File: config.mk
export PLATFORM = sky130hd
export DESIGN_NAME = sorted_software_timer_queue_unit
export DESIGN_NICKNAME = d
export VERILOG_FILES = /design/src/rtl/stq_pkg.sv /design/src/rtl/stq_cell.sv /design/src/rtl/sorted_software_timer_queue_unit.sv
export SDC_FILE = /design/constraint.sdc
export NUM_CORES = 2
export LEC_CHECK = 0
export BUFFER_PORTS_ARGS = -buffer_cell sky130_fd_sc_hd__buf_2
export CAP_MARGIN = 5
export CORE_MARGIN = 3
export CORE_UTILIZATION = 40
export CTS_CLUSTER_DIAMETER = 200
export DETAILED_ROUTE_END_ITERATION = 12
export MAX_ROUTING_LAYER = met4
export PLACE_DENSITY = 0.66
export RECOVER_POWER = 100
export SLEW_MARGIN = 20
export SYNTH_ARGS = -nofsm -noshare
export SYNTH_HDL_FRONTEND = slang
export SYNTH_HIERARCHICAL = 1
export SYNTH_SLANG_ARGS = --single-unit
File: constraint.sdc
create_clock -name clk -period 23 [get_ports clk]
set_input_delay 1.15 -clock clk [delete_from_list [all_inputs] [get_ports clk]]
set_output_delay 1.15 -clock clk [all_outputs]
set_load 0.02 [all_outputs]
File: src/rtl/stq_pkg.sv
// Package with the types, constants and helpers of the sorted timer queue.
`timescale 1ns / 1ps
`default_nettype none

package stq_pkg;

    localparam int ID_W           = 4;
    localparam int TIME_W         = 32;
    localparam int FUNC_W         = 2;
    localparam int IN_DATA_W      = 104;
    localparam int OUT_DATA_W     = 40;
    localparam int TIMER_COUNT_DEF = 16;
    localparam int MAX_EXPIRIES   = 16;
    localparam int COUNT_W        = $clog2(MAX_EXPIRIES + 1);

    typedef enum logic [FUNC_W-1:0] {
        FUNC_TICK  = 2'd0,
        FUNC_START = 2'd1,
        FUNC_STOP  = 2'd2
    } func_t;

    typedef enum logic [2:0] {
        ST_IDLE,
        ST_REMOVE,
        ST_INSERT,
        ST_CHECK,
        ST_REARM
    } state_t;

    typedef enum logic [1:0] {
        OP_NOP,
        OP_INSERT,
        OP_REMOVE
    } cell_op_t;

    typedef struct packed {
        cell_op_t          op;
        logic [ID_W-1:0]   id;
        logic [TIME_W-1:0] expiry;
    } cell_cmd_t;

    typedef struct packed {
        logic              valid;
        logic [ID_W-1:0]   id;
        logic [TIME_W-1:0] expiry;
    } slot_t;

    // True when time a is not later than time b under wrapping comparison.
    function automatic logic not_later(input logic [TIME_W-1:0] a,
                                       input logic [TIME_W-1:0] b);
        logic [TIME_W-1:0] d;
        d = a - b;
        return (d == '0) || d[TIME_W-1];
    endfunction

endpackage

`default_nettype wire

File: src/rtl/stq_cell.sv
// One list cell of the sorted timer queue: holds one slot and shifts with its neighbors.
`timescale 1ns / 1ps
`default_nettype none

module stq_cell (
    input  wire logic              clk,
    input  wire logic              rst_n,
    input  wire stq_pkg::cell_cmd_t cmd,
    input  wire stq_pkg::slot_t    prev_slot,
    input  wire stq_pkg::slot_t    next_slot,
    input  wire logic              before_in,
    output logic                   before_out,
    input  wire logic              gone_in,
    output logic                   gone_out,
    output stq_pkg::slot_t         slot
);
    import stq_pkg::*;

    logic              valid_reg;
    logic              valid_next;
    logic [ID_W-1:0]   id_reg;
    logic [ID_W-1:0]   id_next;
    logic [TIME_W-1:0] expiry_reg;
    logic [TIME_W-1:0] expiry_next;
    logic              hit;
    logic              match;

    assign hit        = !valid_reg || not_later(cmd.expiry, expiry_reg);
    assign match      = valid_reg && (id_reg == cmd.id);
    assign before_out = before_in || hit;
    assign gone_out   = gone_in || match;
    assign slot       = '{valid: valid_reg, id: id_reg, expiry: expiry_reg};

    always_comb
    begin
        valid_next  = valid_reg;
        id_next     = id_reg;
        expiry_next = expiry_reg;
        unique case (cmd.op)
            OP_INSERT:
            begin
                if (before_in)
                begin
                    valid_next  = prev_slot.valid;
                    id_next     = prev_slot.id;
                    expiry_next = prev_slot.expiry;
                end
                else if (hit)
                begin
                    valid_next  = 1'b1;
                    id_next     = cmd.id;
                    expiry_next = cmd.expiry;
                end
            end
            OP_REMOVE:
            begin
                if (gone_out)
                begin
                    valid_next  = next_slot.valid;
                    id_next     = next_slot.id;
                    expiry_next = next_slot.expiry;
                end
            end
            default:
            begin
            end
        endcase
    end

    always_ff @(posedge clk or negedge rst_n)
    begin
        if (!rst_n)
        begin
            valid_reg <= 1'b0;
        end
        else
        begin
            valid_reg <= valid_next;
        end
    end

    always_ff @(posedge clk)
    begin
        id_reg     <= id_next;
        expiry_reg <= expiry_next;
    end

endmodule

`default_nettype wire

File: src/rtl/sorted_software_timer_queue_unit.sv
// Top level of the sorted timer queue: command sequencer, timer tables and the cell chain.
//
//  Channel   Direction  Signals                          Contents
//  s_*       in         s_tvalid s_tready s_tdata s_tuser  one request: tick, start or stop
//  m_*       out        m_tvalid m_tready m_tdata m_tlast  one expiry, tlast on the final one
//
// A stop request is accepted and then makes the removal pass through the cell chain; a
// start request makes the insertion pass as well, after the removal pass.
// A tick is accepted, then ST_CHECK removes each due head cell and reads the timer tables,
// and ST_REARM takes the tag and, for a periodic timer, runs the re-arm pass.
// Reset clears the slot valid bits, the time and the sequencer; no clearing pass is run.
// A full output register stalls the expiry sequence; new requests wait until it is done.
`timescale 1ns / 1ps
`default_nettype none

module sorted_software_timer_queue_unit #(
    parameter int TIMER_COUNT = stq_pkg::TIMER_COUNT_DEF
) (
    input  wire logic                            clk,
    input  wire logic                            rst_n,
    input  wire logic                            s_tvalid,
    output logic                                 s_tready,
    // timer_id [3:0], delay_ticks [35:4], restart_ticks [67:36], tag [99:68], zero fill
    input  wire logic [stq_pkg::IN_DATA_W-1:0]   s_tdata,
    // func [1:0]
    input  wire logic [stq_pkg::FUNC_W-1:0]      s_tuser,
    output logic                                 m_tvalid,
    input  wire logic                            m_tready,
    // expired_id [3:0], expired_tag [35:4], zero fill
    output logic [stq_pkg::OUT_DATA_W-1:0]       m_tdata,
    output logic                                 m_tlast
);
    import stq_pkg::*;

    localparam int IDX_W = $clog2(TIMER_COUNT);

    state_t            state_reg;
    state_t            state_next;
    logic [TIME_W-1:0] time_reg;
    logic [TIME_W-1:0] time_next;
    logic [ID_W-1:0]   id_reg;
    logic [ID_W-1:0]   id_next;
    logic [TIME_W-1:0] ins_exp_reg;
    logic [TIME_W-1:0] ins_exp_next;
    logic              start_reg;
    logic              start_next;
    logic [COUNT_W-1:0] count_reg;
    logic [COUNT_W-1:0] count_next;
    logic              pend_valid_reg;
    logic              pend_valid_next;
    logic [ID_W-1:0]   pend_id_reg;
    logic [ID_W-1:0]   pend_id_next;
    logic [TIME_W-1:0] pend_tag_reg;
    logic [TIME_W-1:0] pend_tag_next;
    logic              out_valid_reg;
    logic              out_valid_next;
    logic [ID_W-1:0]   out_id_reg;
    logic [ID_W-1:0]   out_id_next;
    logic [TIME_W-1:0] out_tag_reg;
    logic [TIME_W-1:0] out_tag_next;
    logic              out_last_reg;
    logic              out_last_next;

    logic [TIME_W-1:0] period_mem [TIMER_COUNT];
    logic [TIME_W-1:0] tag_mem    [TIMER_COUNT];
    logic              table_wr;
    logic [TIME_W-1:0] rd_period_reg;
    logic [TIME_W-1:0] rd_tag_reg;

    logic [ID_W-1:0]   in_id;
    logic [TIME_W-1:0] in_delay;
    logic [TIME_W-1:0] in_period;
    logic [TIME_W-1:0] in_tag;
    logic              in_id_ok;

    cell_cmd_t         cmd;
    slot_t             slots [TIMER_COUNT];
    logic [TIMER_COUNT:0] before_chain;
    logic [TIMER_COUNT:0] gone_chain;
    slot_t             head;
    logic [IDX_W-1:0]  head_idx;
    logic [TIME_W-1:0] head_diff;
    logic              head_due;
    logic              full;
    logic              out_free;

    assign in_id     = s_tdata[3:0];
    assign in_delay  = s_tdata[35:4];
    assign in_period = s_tdata[67:36];
    assign in_tag    = s_tdata[99:68];
    assign in_id_ok  = 32'(in_id) < 32'(TIMER_COUNT);

    assign head        = slots[0];
    assign head_idx    = IDX_W'(head.id);
    assign head_diff   = time_reg - head.expiry;
    assign head_due    = head.valid && !head_diff[TIME_W-1] &&
                         (count_reg < COUNT_W'(MAX_EXPIRIES));
    assign full        = slots[TIMER_COUNT-1].valid;
    assign out_free    = !out_valid_reg || m_tready;

    assign before_chain[0] = 1'b0;
    assign gone_chain[0]   = 1'b0;

    for (genvar i = 0; i < TIMER_COUNT; i++)
    begin : g_cell
        slot_t prev_slot;
        slot_t next_slot;
        if (i == 0)
        begin : g_first
            assign prev_slot = '0;
        end
        else
        begin : g_prev
            assign prev_slot = slots[i-1];
        end
        if (i == TIMER_COUNT - 1)
        begin : g_last
            assign next_slot = '0;
        end
        else
        begin : g_next
            assign next_slot = slots[i+1];
        end
        stq_cell u_cell (
            .clk        (clk),
            .rst_n      (rst_n),
            .cmd        (cmd),
            .prev_slot  (prev_slot),
            .next_slot  (next_slot),
            .before_in  (before_chain[i]),
            .before_out (before_chain[i+1]),
            .gone_in    (gone_chain[i]),
            .gone_out   (gone_chain[i+1]),
            .slot       (slots[i])
        );
    end

    always_comb
    begin
        state_next      = state_reg;
        time_next       = time_reg;
        id_next         = id_reg;
        ins_exp_next    = ins_exp_reg;
        start_next      = start_reg;
        count_next      = count_reg;
        pend_valid_next = pend_valid_reg;
        pend_id_next    = pend_id_reg;
        pend_tag_next   = pend_tag_reg;
        out_valid_next  = out_valid_reg && !m_tready;
        out_id_next     = out_id_reg;
        out_tag_next    = out_tag_reg;
        out_last_next   = out_last_reg;
        table_wr        = 1'b0;
        s_tready        = 1'b0;
        cmd.op          = OP_NOP;
        cmd.id          = id_reg;
        cmd.expiry      = ins_exp_reg;
        unique case (state_reg)
            ST_IDLE:
            begin
                s_tready = 1'b1;
                if (s_tvalid)
                begin
                    unique case (func_t'(s_tuser))
                        FUNC_TICK:
                        begin
                            time_next  = time_reg + 1'b1;
                            count_next = '0;
                            state_next = ST_CHECK;
                        end
                        FUNC_START:
                        begin
                            if (in_id_ok)
                            begin
                                table_wr     = 1'b1;
                                id_next      = in_id;
                                ins_exp_next = time_reg + in_delay;
                                start_next   = 1'b1;
                                state_next   = ST_REMOVE;
                            end
                        end
                        FUNC_STOP:
                        begin
                            if (in_id_ok)
                            begin
                                id_next    = in_id;
                                start_next = 1'b0;
                                state_next = ST_REMOVE;
                            end
                        end
                        default:
                        begin
                        end
                    endcase
                end
            end
            ST_REMOVE:
            begin
                cmd.op     = OP_REMOVE;
                state_next = start_reg ? ST_INSERT : ST_IDLE;
            end
            ST_INSERT:
            begin
                cmd.op     = full ? OP_NOP : OP_INSERT;
                state_next = ST_IDLE;
            end
            ST_CHECK:
            begin
                if (head_due)
                begin
                    if (!pend_valid_reg || out_free)
                    begin
                        if (pend_valid_reg)
                        begin
                            out_valid_next = 1'b1;
                            out_id_next    = pend_id_reg;
                            out_tag_next   = pend_tag_reg;
                            out_last_next  = 1'b0;
                        end
                        pend_valid_next = 1'b1;
                        pend_id_next    = head.id;
                        count_next      = count_reg + 1'b1;
                        cmd.op          = OP_REMOVE;
                        cmd.id          = head.id;
                        id_next         = head.id;
                        state_next      = ST_REARM;
                    end
                end
                else if (pend_valid_reg)
                begin
                    if (out_free)
                    begin
                        out_valid_next  = 1'b1;
                        out_id_next     = pend_id_reg;
                        out_tag_next    = pend_tag_reg;
                        out_last_next   = 1'b1;
                        pend_valid_next = 1'b0;
                        state_next      = ST_IDLE;
                    end
                end
                else
                begin
                    state_next = ST_IDLE;
                end
            end
            ST_REARM:
            begin
                pend_tag_next = rd_tag_reg;
                if (rd_period_reg != '0)
                begin
                    cmd.op     = full ? OP_NOP : OP_INSERT;
                    cmd.expiry = time_reg + rd_period_reg;
                end
                state_next = ST_CHECK;
            end
            default:
            begin
                state_next = ST_IDLE;
            end
        endcase
    end

    always_ff @(posedge clk or negedge rst_n)
    begin
        if (!rst_n)
        begin
            state_reg      <= ST_IDLE;
            time_reg       <= '0;
            start_reg      <= 1'b0;
            count_reg      <= '0;
            pend_valid_reg <= 1'b0;
            out_valid_reg  <= 1'b0;
        end
        else
        begin
            state_reg      <= state_next;
            time_reg       <= time_next;
            start_reg      <= start_next;
            count_reg      <= count_next;
            pend_valid_reg <= pend_valid_next;
            out_valid_reg  <= out_valid_next;
        end
    end

    always_ff @(posedge clk)
    begin
        id_reg       <= id_next;
        ins_exp_reg  <= ins_exp_next;
        pend_id_reg  <= pend_id_next;
        pend_tag_reg <= pend_tag_next;
        out_id_reg   <= out_id_next;
        out_tag_reg  <= out_tag_next;
        out_last_reg <= out_last_next;
    end

    always_ff @(posedge clk)
    begin
        if (table_wr)
        begin
            period_mem[IDX_W'(in_id)] <= in_period;
            tag_mem[IDX_W'(in_id)]    <= in_tag;
        end
        rd_period_reg <= period_mem[head_idx];
        rd_tag_reg    <= tag_mem[head_idx];
    end

    assign m_tvalid = out_valid_reg;
    assign m_tdata  = {4'b0000, out_tag_reg, out_id_reg};
    assign m_tlast  = out_last_reg;

endmodule

`default_nettype wire

==> key figures <==
Outcome
  • Status: complete, but fails checks
  • Failing checks: max-capacitance violations, max-slew violations

Critical path
  • Crit. path cell count: 63
  • Max FO, Critical Path: 40
  • Crit path DAT: around 22 ns
  • CP max-delay cell: clkbuf_1
  • Worst r2r path cells: 63
  • CP Class: flip-flop to flip-flop
  • CP delay by family, top: simple AND/OR/NAND/NOR gates
  • Worst path bufs/invs: 17
  • Crit-path max cell delay: around 1.1 ns
  • CP Capture Type: flip-flop
  • CP Data Required Time: approximately 24 ns
  • Setup crit start kind: flip-flop
  • Most common cell on crit path: o21ai_4

Place
  • Port bufs: between 100 and 150
  • Global placer's final weighted congestion: between 0.9 and 1
  • HPWL Detailed: ~280 mm
  • Dpl cells: around 14000

Layout
  • Layout Utilization: 0.441
  • Share of cells above drive strength 1: 0.103
  • Nets: 11300
  • Fillers: 26600
  • P&R area growth vs syn: 9.65%
  • Post-Layout Cell Count: approximately 15000

Clock tree
  • Post-CTS Hold Buffers: 0
  • CTS root buffer: clkbuf_16
  • H-tree levels: 4
  • Clk Latency, worst-skew pair: 0.91 ns
  • Total CTS buffers: 190
  • Postcts setup bufs: 0
  • CTS tree: built
  • CTS Sinks: between 1500 and 2000
  • PostCTS Resize Cnt: 0
  • CTS max path bufs: 3
  • Clk slew on worst S/H paths: about 0.060 ns

Timing
  • Max Freq: between 40 and 50 MHz
  • Worst Tran Pin Value: 9.45 ns
  • TNS Setup: 0 ns
  • Setup violations, final: 0
  • Crit path time final: ~21 ns
  • Clock skew: 0.102 ns
  • WHS: 0.376 ns
  • Final clock period utilization by the worst path: 0.914
  • Relative slew slack: -5.30
  • RSZ-0062 raised after global routing: false
  • Slew Viols, Final: 2363
  • Final hold viol count: 0

Die
  • Die footprint: ~300000 um^2
  • Die X: roughly 540 um
  • Die extent in y: around 540 um
  • Initial Util: 0.402
  • I/O pin count: about 150
  • Rows: about 200
  • Core ar.: roughly 290000 um^2

Yosys
  • Syn avg cell area: approximately 11 um^2
  • Proportion of netlist area held by the largest area contributor: 0.442
  • Yosys top cell by area: edfxtp_1
  • Register area share after synthesis: 0.466
  • Post-synth cell types: roughly 100
  • Number of synthesis warnings: 6
  • Cells after Synth: around 11000
  • Seq cells post-synth: about 1800
  • Mapped cell area: ~120000 um^2
  • Post-synth ARST share: 0.0322
  • Post-synth EDFFs: between 1500 and 2000
  • Ys flop type: edfxtp_1
  • Synth area leaders: edfxtp_1 44%, ha_1 6.4%, mux4_2 6.2%

Routing
  • DR vias: between 80000 and 90000
  • Drt pass-1 iters: 8
  • Post-route DRC violation count: 0
  • Detailed Route Iter0 Violations: about 11000
  • DRT Wirelength: roughly 400 mm
  • Via density: ~6.2
  • WL per Instance: 27.4 um
  • Antenna Nets Post-Route: 0

Global route
  • GRT Overall Usage: 0.268
  • Largest net degree at the start of global routing: around 140
  • Vias in the first global route: ~85000
  • First-pass GRT wire length: about 580 mm
  • M3 GR Usage: 0.0506
  • Met2 usage: 0.412
  • GR Overflow Total: 0
  • Met1 Usage GRT: 0.347
  • Gr busiest metal: met2
  • Initial antenna violation count: 27

Power
  • Final Power: roughly 14 mW
  • Leakage: 49.7 nW
  • Worst VDD drop: 0.0000871 V
  • PD cells: approximately 110 nW/um^2

Hold path
  • Min-delay worst type: flip-flop to flip-flop
  • Hold path cells: 0

Job
  • Max-cap violation count: 62
## cell usage in the layout, fill, tap and decap left out, drive strengths merged, types with 96 or more instances in the layout
cell / instances
nor2b: 103
nand3: 219
nand2: 1157
o21ai: 1069
nor2: 457
edfxtp: 1709
inv: 713
mux4: 320
mux2i: 625
xor2: 179
nor3: 96
buf: 146
ha: 594
a21o: 196
xnor2: 244
a31oi: 166
nand4: 191
a21oi: 585
clkbuf: 401
## through the flow
stage          worst slack [ns]  area, um^2
2_1_floorplan              3.10      116000
5_1_grt                    1.23      127000
4_1_cts                    3.40      128000
6_report                   1.98      127000
3_3_place_gp               4.08      121000
3_5_place_dp               3.57      121000
## worst paths after layout
path / slack [ns] / to / startpoint
worst max-delay path: 1.98 / g_cell[15].u_cell/expiry_reg[8] / rd_period_reg[1]
max in group asynchronous: 18.56 / time_reg[1] / rst_n
worst max register to register: 1.98 / g_cell[15].u_cell/expiry_reg[8] / rd_period_reg[1]
worst min-delay path: 0.38 / pend_tag_reg[1] / rd_tag_reg[1]
worst min register to register: 0.38 / pend_tag_reg[1] / rd_tag_reg[1]
min in group asynchronous: 1.01 / g_cell[7].u_cell/valid_reg / rst_n
## cells in the mapped netlist, drive strengths merged (35+ instances only)
| cell | count |
|---|---|
| nor3 | 96 |
| a21oi | 585 |
| a31oi | 166 |
| dfxtp | 64 |
| nor4 | 42 |
| nand2 | 1157 |
| xnor2 | 244 |
| mux2i | 625 |
| buf | 211 |
| o211ai | 85 |
| nor3b | 35 |
| nand4 | 191 |
| nand2b | 61 |
| nor2 | 457 |
| a211oi | 40 |
| ha | 594 |
| a2111oi | 50 |
| o21bai | 70 |
| dfrtp | 59 |
| and2 | 69 |
| clkbuf | 331 |
| nor2b | 103 |
| o31ai | 40 |
| o21a | 90 |
| nand3 | 219 |
| o21ai | 1069 |
| o2111ai | 50 |
| inv | 711 |
| xor2 | 179 |
| edfxtp | 1709 |
| and3 | 65 |
| a21o | 196 |
| mux4 | 320 |
## per-layer routing
layer / up-vias / wire length (um)
li1: 39800 / -
met1: 44200 / 161000
met2: 4480 / 181000
met3: 943 / 35600
met4: 0 / 20700
met5: - / 0
## cell families (layout without fill, tap and decap cells)
family | Yosys count | after routing | synth area share
buf+inv | 1253 | 1369 | 0.0448
compound gates | 2839 | 2839 | 0.165
xor+xnor | 423 | 423 | 0.0319
flops | 1832 | 1832 | 0.466
mux | 965 | 965 | 0.118
fa+ha+maj | 612 | 612 | 0.0671
simple gates | 2594 | 2594 | 0.107
other cells | 1 | 110 | 0.0000323
## power breakdown
group	total [mW]	switching, mW	internal [mW]
Combinational	5.65	3.53	2.12
Clock	3.08	1.36	1.72
Sequential	4.91	0.591	4.31
Total	13.6	5.48	8.15
## cell type report
class | instances | area [um^2] | share of cell area
Timing Repair Buffer | 310 | 1700 | 0.0134
Antenna cell | 29 | 72.6 | 0.000570
Tap cell | 3781 | 4730 | 0.0372
Sequential cell | 1832 | 54100 | 0.425
Clock buffer | 237 | 4970 | 0.0391
Clock inverter | 111 | 1310 | 0.0103
Inverter | 711 | 2670 | 0.0210
Multi-Input combinational cell | 7514 | 57700 | 0.454
Power figures use the tool's default switching activity.
